[src/rtl/qpd_pkg.sv]
// Shared types, character codes and hex helpers for the quoted-printable decoder.
package qpd_pkg;

   localparam logic [7:0] CHAR_EQ = 8'h3D;
   localparam logic [7:0] CHAR_CR = 8'h0D;
   localparam logic [7:0] CHAR_LF = 8'h0A;

   localparam int QUEUE_DEPTH_DEFAULT = 4;

   // Decoder phase; codes above PH_EQHEX never arise and act as idle
   typedef enum logic [2:0] {
      PH_IDLE  = 3'd0,
      PH_EQ    = 3'd1,
      PH_EQCR  = 3'd2,
      PH_EQLF  = 3'd3,
      PH_EQHEX = 3'd4
   } phase_type;

   // Bytes caused by one input transfer, in output order from data[0]
   typedef struct packed {
      logic [1:0]      count;
      logic [2:0][7:0] data;
   } packet_type;

   function automatic logic is_hex(input logic [7:0] c);
      return ((c >= 8'h30) && (c <= 8'h39)) ||
             ((c >= 8'h41) && (c <= 8'h46)) ||
             ((c >= 8'h61) && (c <= 8'h66));
   endfunction

   function automatic logic [3:0] digit_nibble(input logic [7:0] c);
      logic [7:0] v;
      if (c <= 8'h39) begin
         v = c - 8'h30;
      end else if (c <= 8'h46) begin
         v = c - 8'h37;
      end else begin
         v = c - 8'h57;
      end
      return v[3:0];
   endfunction

endpackage

[src/rtl/qpd_front.sv]
// Front end: classifies each input byte, tracks escape phase and builds output packets.
module qpd_front (
   input  logic                clock,
   input  logic                reset,
   input  logic                fire,
   input  logic [7:0]          in_byte,
   input  logic                in_last,
   output logic                push,
   output qpd_pkg::packet_type packet
);

   qpd_pkg::phase_type phase_ff, phase_in;
   logic [7:0]         held_ff, held_in;

   // Append one byte to a packet; a packet never holds more than three
   function automatic qpd_pkg::packet_type add_byte(input qpd_pkg::packet_type p,
                                                     input logic [7:0] x);
      qpd_pkg::packet_type r;
      r = p;
      if (p.count != 2'd3) begin
         r.data[p.count] = x;
         r.count         = p.count + 2'd1;
      end
      return r;
   endfunction

   // Hold phase and the held digit
   always_ff @(posedge clock) begin
      if (reset) begin
         phase_ff <= qpd_pkg::PH_IDLE;
         held_ff  <= 8'h00;
      end else if (fire) begin
         phase_ff <= phase_in;
         held_ff  <= held_in;
      end
   end

   // Work out the next phase and the bytes this transfer releases
   always_comb begin
      qpd_pkg::packet_type p;
      logic                restart;
      p        = '0;
      restart  = 1'b0;
      phase_in = phase_ff;
      held_in  = held_ff;

      unique case (phase_ff)
         qpd_pkg::PH_EQ: begin
            if (in_byte == qpd_pkg::CHAR_CR) begin
               phase_in = qpd_pkg::PH_EQCR;
            end else if (in_byte == qpd_pkg::CHAR_LF) begin
               phase_in = qpd_pkg::PH_EQLF;
            end else if (qpd_pkg::is_hex(in_byte)) begin
               held_in  = in_byte;
               phase_in = qpd_pkg::PH_EQHEX;
            end else begin
               p       = add_byte(p, qpd_pkg::CHAR_EQ);
               restart = 1'b1;
            end
         end
         qpd_pkg::PH_EQCR: begin
            if (in_byte == qpd_pkg::CHAR_LF) begin
               phase_in = qpd_pkg::PH_IDLE;
            end else begin
               p       = add_byte(p, qpd_pkg::CHAR_EQ);
               p       = add_byte(p, qpd_pkg::CHAR_CR);
               restart = 1'b1;
            end
         end
         qpd_pkg::PH_EQHEX: begin
            if (qpd_pkg::is_hex(held_ff) && qpd_pkg::is_hex(in_byte)) begin
               p        = add_byte(p, {qpd_pkg::digit_nibble(held_ff),
                                       qpd_pkg::digit_nibble(in_byte)});
               phase_in = qpd_pkg::PH_IDLE;
            end else begin
               p       = add_byte(p, qpd_pkg::CHAR_EQ);
               p       = add_byte(p, held_ff);
               restart = 1'b1;
            end
         end
         default: begin
            restart = 1'b1;
         end
      endcase

      // Handle the current byte again as if idle
      if (restart) begin
         if (in_byte == qpd_pkg::CHAR_EQ) begin
            phase_in = qpd_pkg::PH_EQ;
         end else begin
            phase_in = qpd_pkg::PH_IDLE;
            p        = add_byte(p, in_byte);
         end
      end

      // Flush whatever is pending at end of text
      if (in_last) begin
         unique case (phase_in)
            qpd_pkg::PH_EQ: begin
               p = add_byte(p, qpd_pkg::CHAR_EQ);
            end
            qpd_pkg::PH_EQCR: begin
               p = add_byte(p, qpd_pkg::CHAR_EQ);
               p = add_byte(p, qpd_pkg::CHAR_CR);
            end
            qpd_pkg::PH_EQLF: begin
               p = add_byte(p, qpd_pkg::CHAR_EQ);
               p = add_byte(p, qpd_pkg::CHAR_LF);
            end
            qpd_pkg::PH_EQHEX: begin
               p = add_byte(p, qpd_pkg::CHAR_EQ);
               p = add_byte(p, held_in);
            end
            default: begin
            end
         endcase
         phase_in = qpd_pkg::PH_IDLE;
      end

      packet = p;
      push   = fire && (p.count != 2'd0);
   end

endmodule

[src/rtl/qpd_queue.sv]
// Short packet queue between the front end and the output sequencer.
module qpd_queue #(
   parameter int DEPTH = qpd_pkg::QUEUE_DEPTH_DEFAULT
) (
   input  logic                clock,
   input  logic                reset,
   input  logic                push,
   input  qpd_pkg::packet_type push_data,
   input  logic                pop,
   output logic                full,
   output logic                head_valid,
   output qpd_pkg::packet_type head
);

   localparam int PW = (DEPTH > 1) ? $clog2(DEPTH) : 1;
   localparam int CW = $clog2(DEPTH + 1);

   qpd_pkg::packet_type entries_ff [DEPTH];
   logic [PW-1:0]       wr_ptr_ff, rd_ptr_ff;
   logic [CW-1:0]       count_ff;

   // Store pushed packets
   always_ff @(posedge clock) begin
      if (push) begin
         entries_ff[wr_ptr_ff] <= push_data;
      end
   end

   // Advance pointers and fill count
   always_ff @(posedge clock) begin
      if (reset) begin
         wr_ptr_ff <= '0;
         rd_ptr_ff <= '0;
         count_ff  <= '0;
      end else begin
         if (push) begin
            wr_ptr_ff <= (wr_ptr_ff == PW'(DEPTH - 1)) ? '0 : wr_ptr_ff + PW'(1);
         end
         if (pop) begin
            rd_ptr_ff <= (rd_ptr_ff == PW'(DEPTH - 1)) ? '0 : rd_ptr_ff + PW'(1);
         end
         if (push && !pop) begin
            count_ff <= count_ff + CW'(1);
         end else if (pop && !push) begin
            count_ff <= count_ff - CW'(1);
         end
      end
   end

   assign full       = (count_ff == CW'(DEPTH));
   assign head_valid = (count_ff != '0);
   assign head       = entries_ff[rd_ptr_ff];

endmodule

[src/rtl/qpd_back.sv]
// Back end: walks the head packet byte by byte into the output register.
module qpd_back (
   input  logic                clock,
   input  logic                reset,
   input  logic                head_valid,
   input  qpd_pkg::packet_type head,
   output logic                pop,
   input  logic                rsp_tready,
   output logic                rsp_tvalid,
   output logic [7:0]          rsp_tdata,
   output logic                rsp_tlast
);

   logic       valid_ff, valid_in;
   logic [1:0] idx_ff, idx_in;
   logic [7:0] data_ff;
   logic       last_ff;
   logic       load, final_byte;

   assign load       = head_valid && (!valid_ff || rsp_tready);
   assign final_byte = (idx_ff == (head.count - 2'd1));
   assign pop        = load && final_byte;

   // Pick next byte index and output valid
   always_comb begin
      idx_in   = idx_ff;
      valid_in = valid_ff;
      if (load) begin
         valid_in = 1'b1;
         idx_in   = final_byte ? 2'd0 : idx_ff + 2'd1;
      end else if (rsp_tready) begin
         valid_in = 1'b0;
      end
   end

   // Hold control state
   always_ff @(posedge clock) begin
      if (reset) begin
         valid_ff <= 1'b0;
         idx_ff   <= 2'd0;
      end else begin
         valid_ff <= valid_in;
         idx_ff   <= idx_in;
      end
   end

   // Load the output payload
   always_ff @(posedge clock) begin
      if (load) begin
         data_ff <= head.data[idx_ff];
         last_ff <= final_byte;
      end
   end

   assign rsp_tvalid = valid_ff;
   assign rsp_tdata  = data_ff;
   assign rsp_tlast  = last_ff;

endmodule

[src/rtl/quoted_printable_decoder_unit.sv]
// Streaming quoted-printable decoder, top level.
// One encoded byte is taken per cycle while the packet queue has room; each transfer
// yields zero to three decoded bytes, and the output register sends one byte per cycle
// while rsp_tready is high, so throughput is one input byte per cycle except where a byte
// expands to two or three outputs, when the output side sets the rate and the queue of
// QUEUE_DEPTH packets absorbs the burst. Each decoded byte passes the queue, then the output register.
// rsp_tlast marks the last decoded byte caused by a given input byte; bytes that cause
// no output produce no transfer.
module quoted_printable_decoder_unit #(
   parameter int QUEUE_DEPTH = qpd_pkg::QUEUE_DEPTH_DEFAULT
) (
   input  logic       clock,
   input  logic       reset,
   input  logic       req_tvalid,
   output logic       req_tready,
   input  logic [7:0] req_tdata,   // [7:0] in_byte
   input  logic       req_tlast,   // in_last
   output logic       rsp_tvalid,
   input  logic       rsp_tready,
   output logic [7:0] rsp_tdata,   // [7:0] out_byte
   output logic       rsp_tlast    // run_last
);

   logic                fire, push, pop, full, head_valid;
   qpd_pkg::packet_type packet, head;

   assign req_tready = !full;
   assign fire       = req_tvalid && req_tready;

   qpd_front u_front (
      .clock   (clock),
      .reset   (reset),
      .fire    (fire),
      .in_byte (req_tdata),
      .in_last (req_tlast),
      .push    (push),
      .packet  (packet)
   );

   qpd_queue #(
      .DEPTH (QUEUE_DEPTH)
   ) u_queue (
      .clock      (clock),
      .reset      (reset),
      .push       (push),
      .push_data  (packet),
      .pop        (pop),
      .full       (full),
      .head_valid (head_valid),
      .head       (head)
   );

   qpd_back u_back (
      .clock      (clock),
      .reset      (reset),
      .head_valid (head_valid),
      .head       (head),
      .pop        (pop),
      .rsp_tready (rsp_tready),
      .rsp_tvalid (rsp_tvalid),
      .rsp_tdata  (rsp_tdata),
      .rsp_tlast  (rsp_tlast)
   );

endmodule

[config.mk]
export PLATFORM = sky130hd
export DESIGN_NAME = quoted_printable_decoder_unit
export DESIGN_NICKNAME = d
export VERILOG_FILES = /design/src/rtl/qpd_pkg.sv /design/src/rtl/qpd_front.sv /design/src/rtl/qpd_queue.sv /design/src/rtl/qpd_back.sv /design/src/rtl/quoted_printable_decoder_unit.sv
export SDC_FILE = /design/constraint.sdc
export NUM_CORES = 1
export LEC_CHECK = 0
export BUFFER_PORTS_ARGS = -buffer_cell sky130_fd_sc_hd__buf_2
export CORE_AREA = 2 2 133 122
export DETAILED_ROUTE_END_ITERATION = 10
export DIE_AREA = 0 0 135 124
export GPL_TIMING_DRIVEN = 0
export HOLD_SLACK_MARGIN = 0.12
export PLACE_DENSITY_LB_ADDON = 0.15
export SLEW_MARGIN = 10
export SYNTH_ARGS = -nofsm -noshare
export SYNTH_HDL_FRONTEND = slang
export SYNTH_SLANG_ARGS = --single-unit
[constraint.sdc]
create_clock -name clock -period 3.61 [get_ports clock]
set_clock_uncertainty 0.05 [all_clocks]
set_input_delay 0.5415 -clock clock [delete_from_list [all_inputs] [get_ports clock]]
set_output_delay 0.5415 -clock clock [all_outputs]
set_load 0.1 [all_outputs]
======== After elaboration in Yosys (flattened, before gate mapping) ========
Memory sizes are Yosys's and may differ from the RTL's. A register that Yosys moved wholly into a read port is not among the register bits.
Cells that the tools add are included.
W data, S select, Z words.
operators by class
  add/subtract/negate cells ............... 19
  $lt $le $gt $ge ......................... 27
  equal/unequal tests ..................... 21
  mux-type cells .......................... 84
  bitwise gates (word level) .............. 12
  reductions and logical operators ........ 33
operators with widths
  operator               count
  $mux W26               20
  $mux W8                16
  $demux W8 S2           7
  $pmux W26 S4           1
  $pmux W26 S3           1
  $bwmux W24             3
  $ge A8 B7 Y1 const B   4
  $le A8 B7 Y1 const B   4
  $not A15 Y15           2
  $mux W3                9
  $mux W25               1
  $lt A2 B3 Y1 const B   8
  $add A2 B1 Y2 const B  10
  $logic_and A1 B1 Y1    20
  $and A18 B18 Y18       1
  $mux W2                9
  $not A18 Y18           1
  $bmux W8 S2            1
  $eq A8 B4 Y1 const B   2
  $ge A8 B6 Y1 const B   2
  $le A8 B6 Y1 const B   2
  $mux W4                4
  $sub A4 B3 Y4 const B  4
  $and A15 B15 Y15       1
  other kinds (26)       63
word-level totals
  register bits after elaboration ......... 30
  RAM bits ................................ 104
  input bits .............................. 13
  output and inout bits ................... 11
  memories kept ........................... 1
memories
  name                depth  bits a word  rd ports  clocked after memory_dff  write ports  line             source
  u_queue.entries_ff  4      26           1         1                         1            qpd_queue.sv:18  qpd_pkg::packet_type entries_ff [DEPTH];

======== Depth between registers and ports, before layout ========
  word-level depth ........................ 47
  gate-level depth with buffers ........... 16
  mapped depth without buffers ............ 14

======== Hierarchy ========
Synthesis repeated with hierarchy kept, for this count alone.
second synthesis, totals
  cell total of the unflattened synthesis .. 444
  area, all modules ....................... 6393.6 sq um
modules (own cells, without submodules)
  module                         instances  cells an instance  area an instance (sq um)  seq. area each (sq um)
  qpd_queue                      1          180                4239.1                    3303.2
  qpd_front                      1          202                1508.9                    220.2
  qpd_back                       1          60                 635.6                     330.3
  quoted_printable_decoder_unit  1          2                  10.0                      0.0

======== Least setup slack after synthesis ========
Ideal clock, no wire load.
  kind .................................... in2reg
  start point ............................. input req_tdata[0]
  end point ............................... register u_queue.count_ff[2]
  setup time .............................. 70 ps
  arrival time ............................ 3637 ps
  required time ........................... 3490 ps
  slack ................................... -147 ps
  stages .................................. 15
  buffers on the path ..................... 1
  cells stage by stage .................... clkbuf_1 -> inv_1 -> ha_1 -> or3b_1 -> a32o_1 -> and3_1 -> mux2_4 -> mux2i_4 -> a31oi_4 -> ha_1 -> inv_1 -> fa_1 -> xor2_1 -> or3_1 -> a21oi_1
on the way
  longest elaborated chain between the ends .. 25
RTL lines
  element                                        line                                 source
  from (decl)                                    quoted_printable_decoder_unit.sv:16  input logic [7:0] req_tdata,
  $ge A8 B6 Y1 (tied with other cells)           qpd_pkg.sv:26                        return ((c >= 8'h30) && (c <= 8'h39)) ||
  $logic_and A1 B1 Y1, on equally long branches  qpd_pkg.sv:26, qpd_pkg.sv:27
  $logic_or A1 B1 Y1                             qpd_pkg.sv:26
  $logic_or A1 B1 Y1                             qpd_pkg.sv:27                        ((c >= 8'h41) && (c <= 8'h46)) ||
  $mux W25                                       qpd_front.sv:53                      end else if (qpd_pkg::is_hex(in_byte)) begin
  $mux W26                                       qpd_front.sv:51                      end else if (in_byte == qpd_pkg::CHAR_LF) begin
  $mux W26                                       qpd_front.sv:49                      if (in_byte == qpd_pkg::CHAR_CR) begin
  $pmux W26 S3                                   qpd_front.sv:47                      unique case (phase_ff)
  [10 not listed]                                n/a
  $pmux W26 S4                                   qpd_front.sv:98                      unique case (phase_in)
  $mux W26 (*)                                   qpd_front.sv:97                      if (in_last) begin
  $reduce_bool A2 Y1 (*)                         qpd_front.sv:121                     push = fire && (p.count != 2'd0);
  $logic_and A1 B1 Y1 (*)                        qpd_front.sv:121
  named net push                                 quoted_printable_decoder_unit.sv:24  logic fire, push, pop, full, head_valid;
  $logic_not A1 Y1                               qpd_queue.sv:44                      end else if (pop && !push) begin
  $logic_and A1 B1 Y1                            qpd_queue.sv:44
  $reduce_bool A2 Y1 (no source line)            n/a
  to (signal assigned)                           qpd_queue.sv:43                      count_ff <= count_ff + CW'(1);
  to (signal assigned)                           qpd_queue.sv:45                      count_ff <= count_ff - CW'(1);
  to (decl)                                      qpd_queue.sv:20                      logic [CW-1:0] count_ff;
The timed path passes the listed nets; every way through them passes the cells marked *. The select of a mux whose other input is x is not followed.
A chain may end at the register's enable or synchronous reset.

======== Worst setup path after layout ========
Same ends and word-level chain as after synthesis.

==> qor.txt <==
Final Util -> 0.4869
total chip power -> 5.088 mW
vias in the first global route -> 4,031
CTS H-tree lvls -> 4
hold depth -> 4
Critical Path Source Type -> input pin
clock power share -> 0.321
Max FO, Critical Path -> 3
antenna violations before repair -> 0
Core Region -> 0.01528 sq mm
met2 Use GR -> 0.3065
Vias -> 4,023
Cell Rows -> 43
largest net degree at the start of global routing -> 27
FMAX -> 287.3 MHz
grt total ovfl -> 0
Tmin final -> 3.481 ns
Syn Nets -> 495
wire per inst -> 20.02 um
CTS Hold Bufs -> 0
Final Cell Area -> 0.007440 sq mm
Worst Setup Slack, final -> 0.1291 ns
diodes inserted -> 0
Routed Antenna Nets -> 0
Slew HR -> 0.3997
post-synthesis cell area -> 0.006380 sq mm
chip height -> 124 um
Synth Warn # -> 0
gr usage total -> 0.1865
Worst R2R Path Depth -> 14
Worst-Margin Slew -> 0.9005 ns
routing usage on met1 -> 0.2407
Cells after Synth -> 467
Hold Vio Cnt, Final -> 0
Leakage -> 2.661 nW
RSZ-0062 raised after global routing -> false
MaxCap Viol Count -> 0
Net Sw Frac -> 0.3303
P_int -> 3.407 mW
Post-synth EDFFs -> 113
vias per cell -> 5.541
GR Layer Usage met3 -> 0.05210
Reg clk slew, reported paths -> 0.06 ns
Max clock buf depth -> 2
CP Data Arrival Time -> 3.78 ns
final setup fails -> 0
status -> finished clean
prevailing post-synth register cell -> edfxtp_1
Setup crit end kind -> flop
synthesized flop and latch total -> 136
# nets final -> 540
global-route wire length before repair -> 22,440 um
Comb pwr share -> 0.283
num ports -> 24
P&R area growth vs syn -> 16.61%
I/O Buffers -> 20
drt total wl -> 14,530 um
VDD IR max -> 0.6188 mV
reg2reg start -> u_front.held_ff[1]
Mean Syn Cell Area -> 13.66 sq um
asr flop ratio synth -> 0
R2R Path End -> u_queue.count_ff[2]
clock tree sinks -> 136
Die W -> 135 um
PD cells -> 683.8 mW/mm^2
gr busiest metal -> met2
pre-CTS setup slack -> -0.5311 ns
sequential share of the synthesized area -> 0.6040
Initial Util -> 0.4175
Post-route DRC -> 0
period utilisation layout -> 0.9642
share of cells above drive strength 1 -> 0.2366
R2R setup slack -> 0.20 ns
Skew-Pair Late Insertion Delay -> 0.41 ns
sequential share of power -> 0.395
die area -> 0.01674 sq mm
clock root cell -> clkbuf_16
Worst Hold End -> u_back.rsp_tvalid
Iter 0 DRT Violations -> 298
fin. max-slew vios -> 0
placed instance area -> 0.006770 sq mm
number of fill cells -> 1,353
Unique masters post-synth -> 65
first-pass iteration count of the detailed router -> 5
Psw -> 1.680 mW
number of buffers created by CTS -> 17
GP Congestion -> 0.8898
worst hold start -> rsp_tready
DP HPWL -> 9923 um
CTS tree -> yes
Required @ worst endpoint -> 3.91 ns
worst hold path class -> input pin to flop
crit path kind -> input pin to flop
metrics by stage:
stage	hold slack (ns)	instances	setup TNS (ns)
CTS	0.3318	722	0
floorplan	0.4134	467	-0.7173
detailed placement	0.4118	689	-47.14
global route	0.3729	726	0
global placement	0.4007	689	-101.39
finish	0.3479	726	0
critical path: stages:
cell and delay (ns):
buf_2 0.13, buf_8 0.13, inv_4 0.05, ha_4 0.13, or3b_1 0.35, a32o_2 0.28
and3_4 0.20, mux2_4 0.32, mux2i_4 0.20, a31oi_4 0.26, ha_4 0.18, inv_2 0.04
fa_2 0.32, xor2_1 0.16, or3_1 0.36, a21oi_2 0.13
layer usage:
metal	routed length, um	vias up
li1	-	1900
met1	6550	1990
met2	7001	116
met3	736	17
met4	245	0
met5	0	-
repair_timing:
item | 4_1_cts | 5_1_grt
pin swaps | 2 | 5
gates resized for setup | 2 | 17
setup endpoints to repair | 55 | 109
setup buffers | 2 | 4
endpoints found under the hold margin | 0 | 0
logic make-up after synthesis:
logic type / Yosys count / synth area share
adder cells (fa/ha/maj): 15 / 0.03059
buffers and inverters: 44 / 0.02765
multiplexers: 41 / 0.1190
AO/OA/AOI/OAI: 99 / 0.1047
AND/OR/NAND/NOR: 126 / 0.1057
flip-flops: 136 / 0.6040
XOR/XNOR: 6 / 0.008237
placed cells by master, fill, tap and decap left out, drive strengths merged, types with 3 or more instances in the layout:
| cell | netlist | routed |
|---|---|---|
| nand3 | 9 | 9 |
| mux4 | 26 | 26 |
| nand2b | 6 | 6 |
| o22ai | 8 | 8 |
| edfxtp | 113 | 113 |
| clkbuf | 10 | 27 |
| dfxtp | 23 | 23 |
| mux2 | 3 | 3 |
| nor3b | 4 | 4 |
| a32oi | 5 | 5 |
| mux2i | 12 | 12 |
| xor2 | 5 | 5 |
| or3 | 5 | 5 |
| buf | 11 | 38 |
| nor3 | 10 | 10 |
| o21ai | 27 | 27 |
| a21oi | 25 | 25 |
| a211oi | 3 | 3 |
| ha | 14 | 14 |
| nand2 | 30 | 30 |
| nor2b | 5 | 5 |
| inv | 23 | 25 |
| nor2 | 29 | 29 |
| a21o | 7 | 7 |
| a22oi | 4 | 4 |
| clkinv | 0 | 8 |
| or2 | 3 | 3 |
| and2 | 10 | 10 |
| and3 | 3 | 3 |
worst max path at each step:
stage	start	end	cells past startpoint
2_1_floorplan	req_tdata[0]	u_queue.count_ff[2]	15
3_3_place_gp	req_tdata[1]	u_queue.entries_ff[3][23]	10
3_5_place_dp	req_tdata[0]	u_queue.count_ff[2]	16
4_1_cts	u_front.held_ff[0]	u_queue.count_ff[2]	14
5_1_grt	req_tdata[0]	u_queue.count_ff[2]	16
6_report	req_tdata[0]	u_queue.count_ff[2]	16
cell type report:
type                       count  area, sq um  area share
sequential                   136         3861      0.5190
multi-input combinational    287         2425      0.3259
clock buffer                  18        429.2     0.05769
tap                          202        252.7     0.03397
timing repair buffer          26        151.4     0.02035
clock inverter                13        130.1     0.01749
buffer                        21        101.3     0.01362
inverter                      23        88.84     0.01194
power groups by stage:
stage	clock (mW)	combinational [mW]	sequential [mW]
final	1.64	1.44	2.01
after global routing	1.74	1.56	2.03
after CTS	1.67	1.46	2.01
after detailed placement	0	1.45	2.05
after global placement	0	1.44	2.04
after floorplan	0	0.731	2.45
cells in the mapped netlist, types with 6 or more instances:
master	count	area [sq um]
nand2_1	30	112.6
o22ai_1	8	50.05
a21oi_1	24	120.1
a21o_1	7	52.55
o21ai_0	25	125.1
edfxtp_1	113	3393
mux2i_1	11	110.1
nand3_1	9	45.04
clkbuf_1	10	37.54
buf_2	9	45.04
inv_1	23	86.33
nand2b_1	6	37.54
nor3_1	10	50.05
ha_1	14	175.2
dfxtp_1	23	460.4
nor2_1	29	108.9
mux4_2	26	585.6
and2_1	10	62.56
state kept, by name, summed over array words and instances (netlist names), named ones only:
name and flops:
u_back.idx_ff 2, u_back.rsp_tdata 8, u_back.rsp_tlast 1, u_back.rsp_tvalid 1, u_front.held_ff 8, u_front.phase_ff 3, u_queue.count_ff 3, u_queue.entries_ff 104
u_queue.rd_ptr_ff 2, u_queue.wr_ptr_ff 2
No activity file was read; power rests on OpenSTA's default activity.
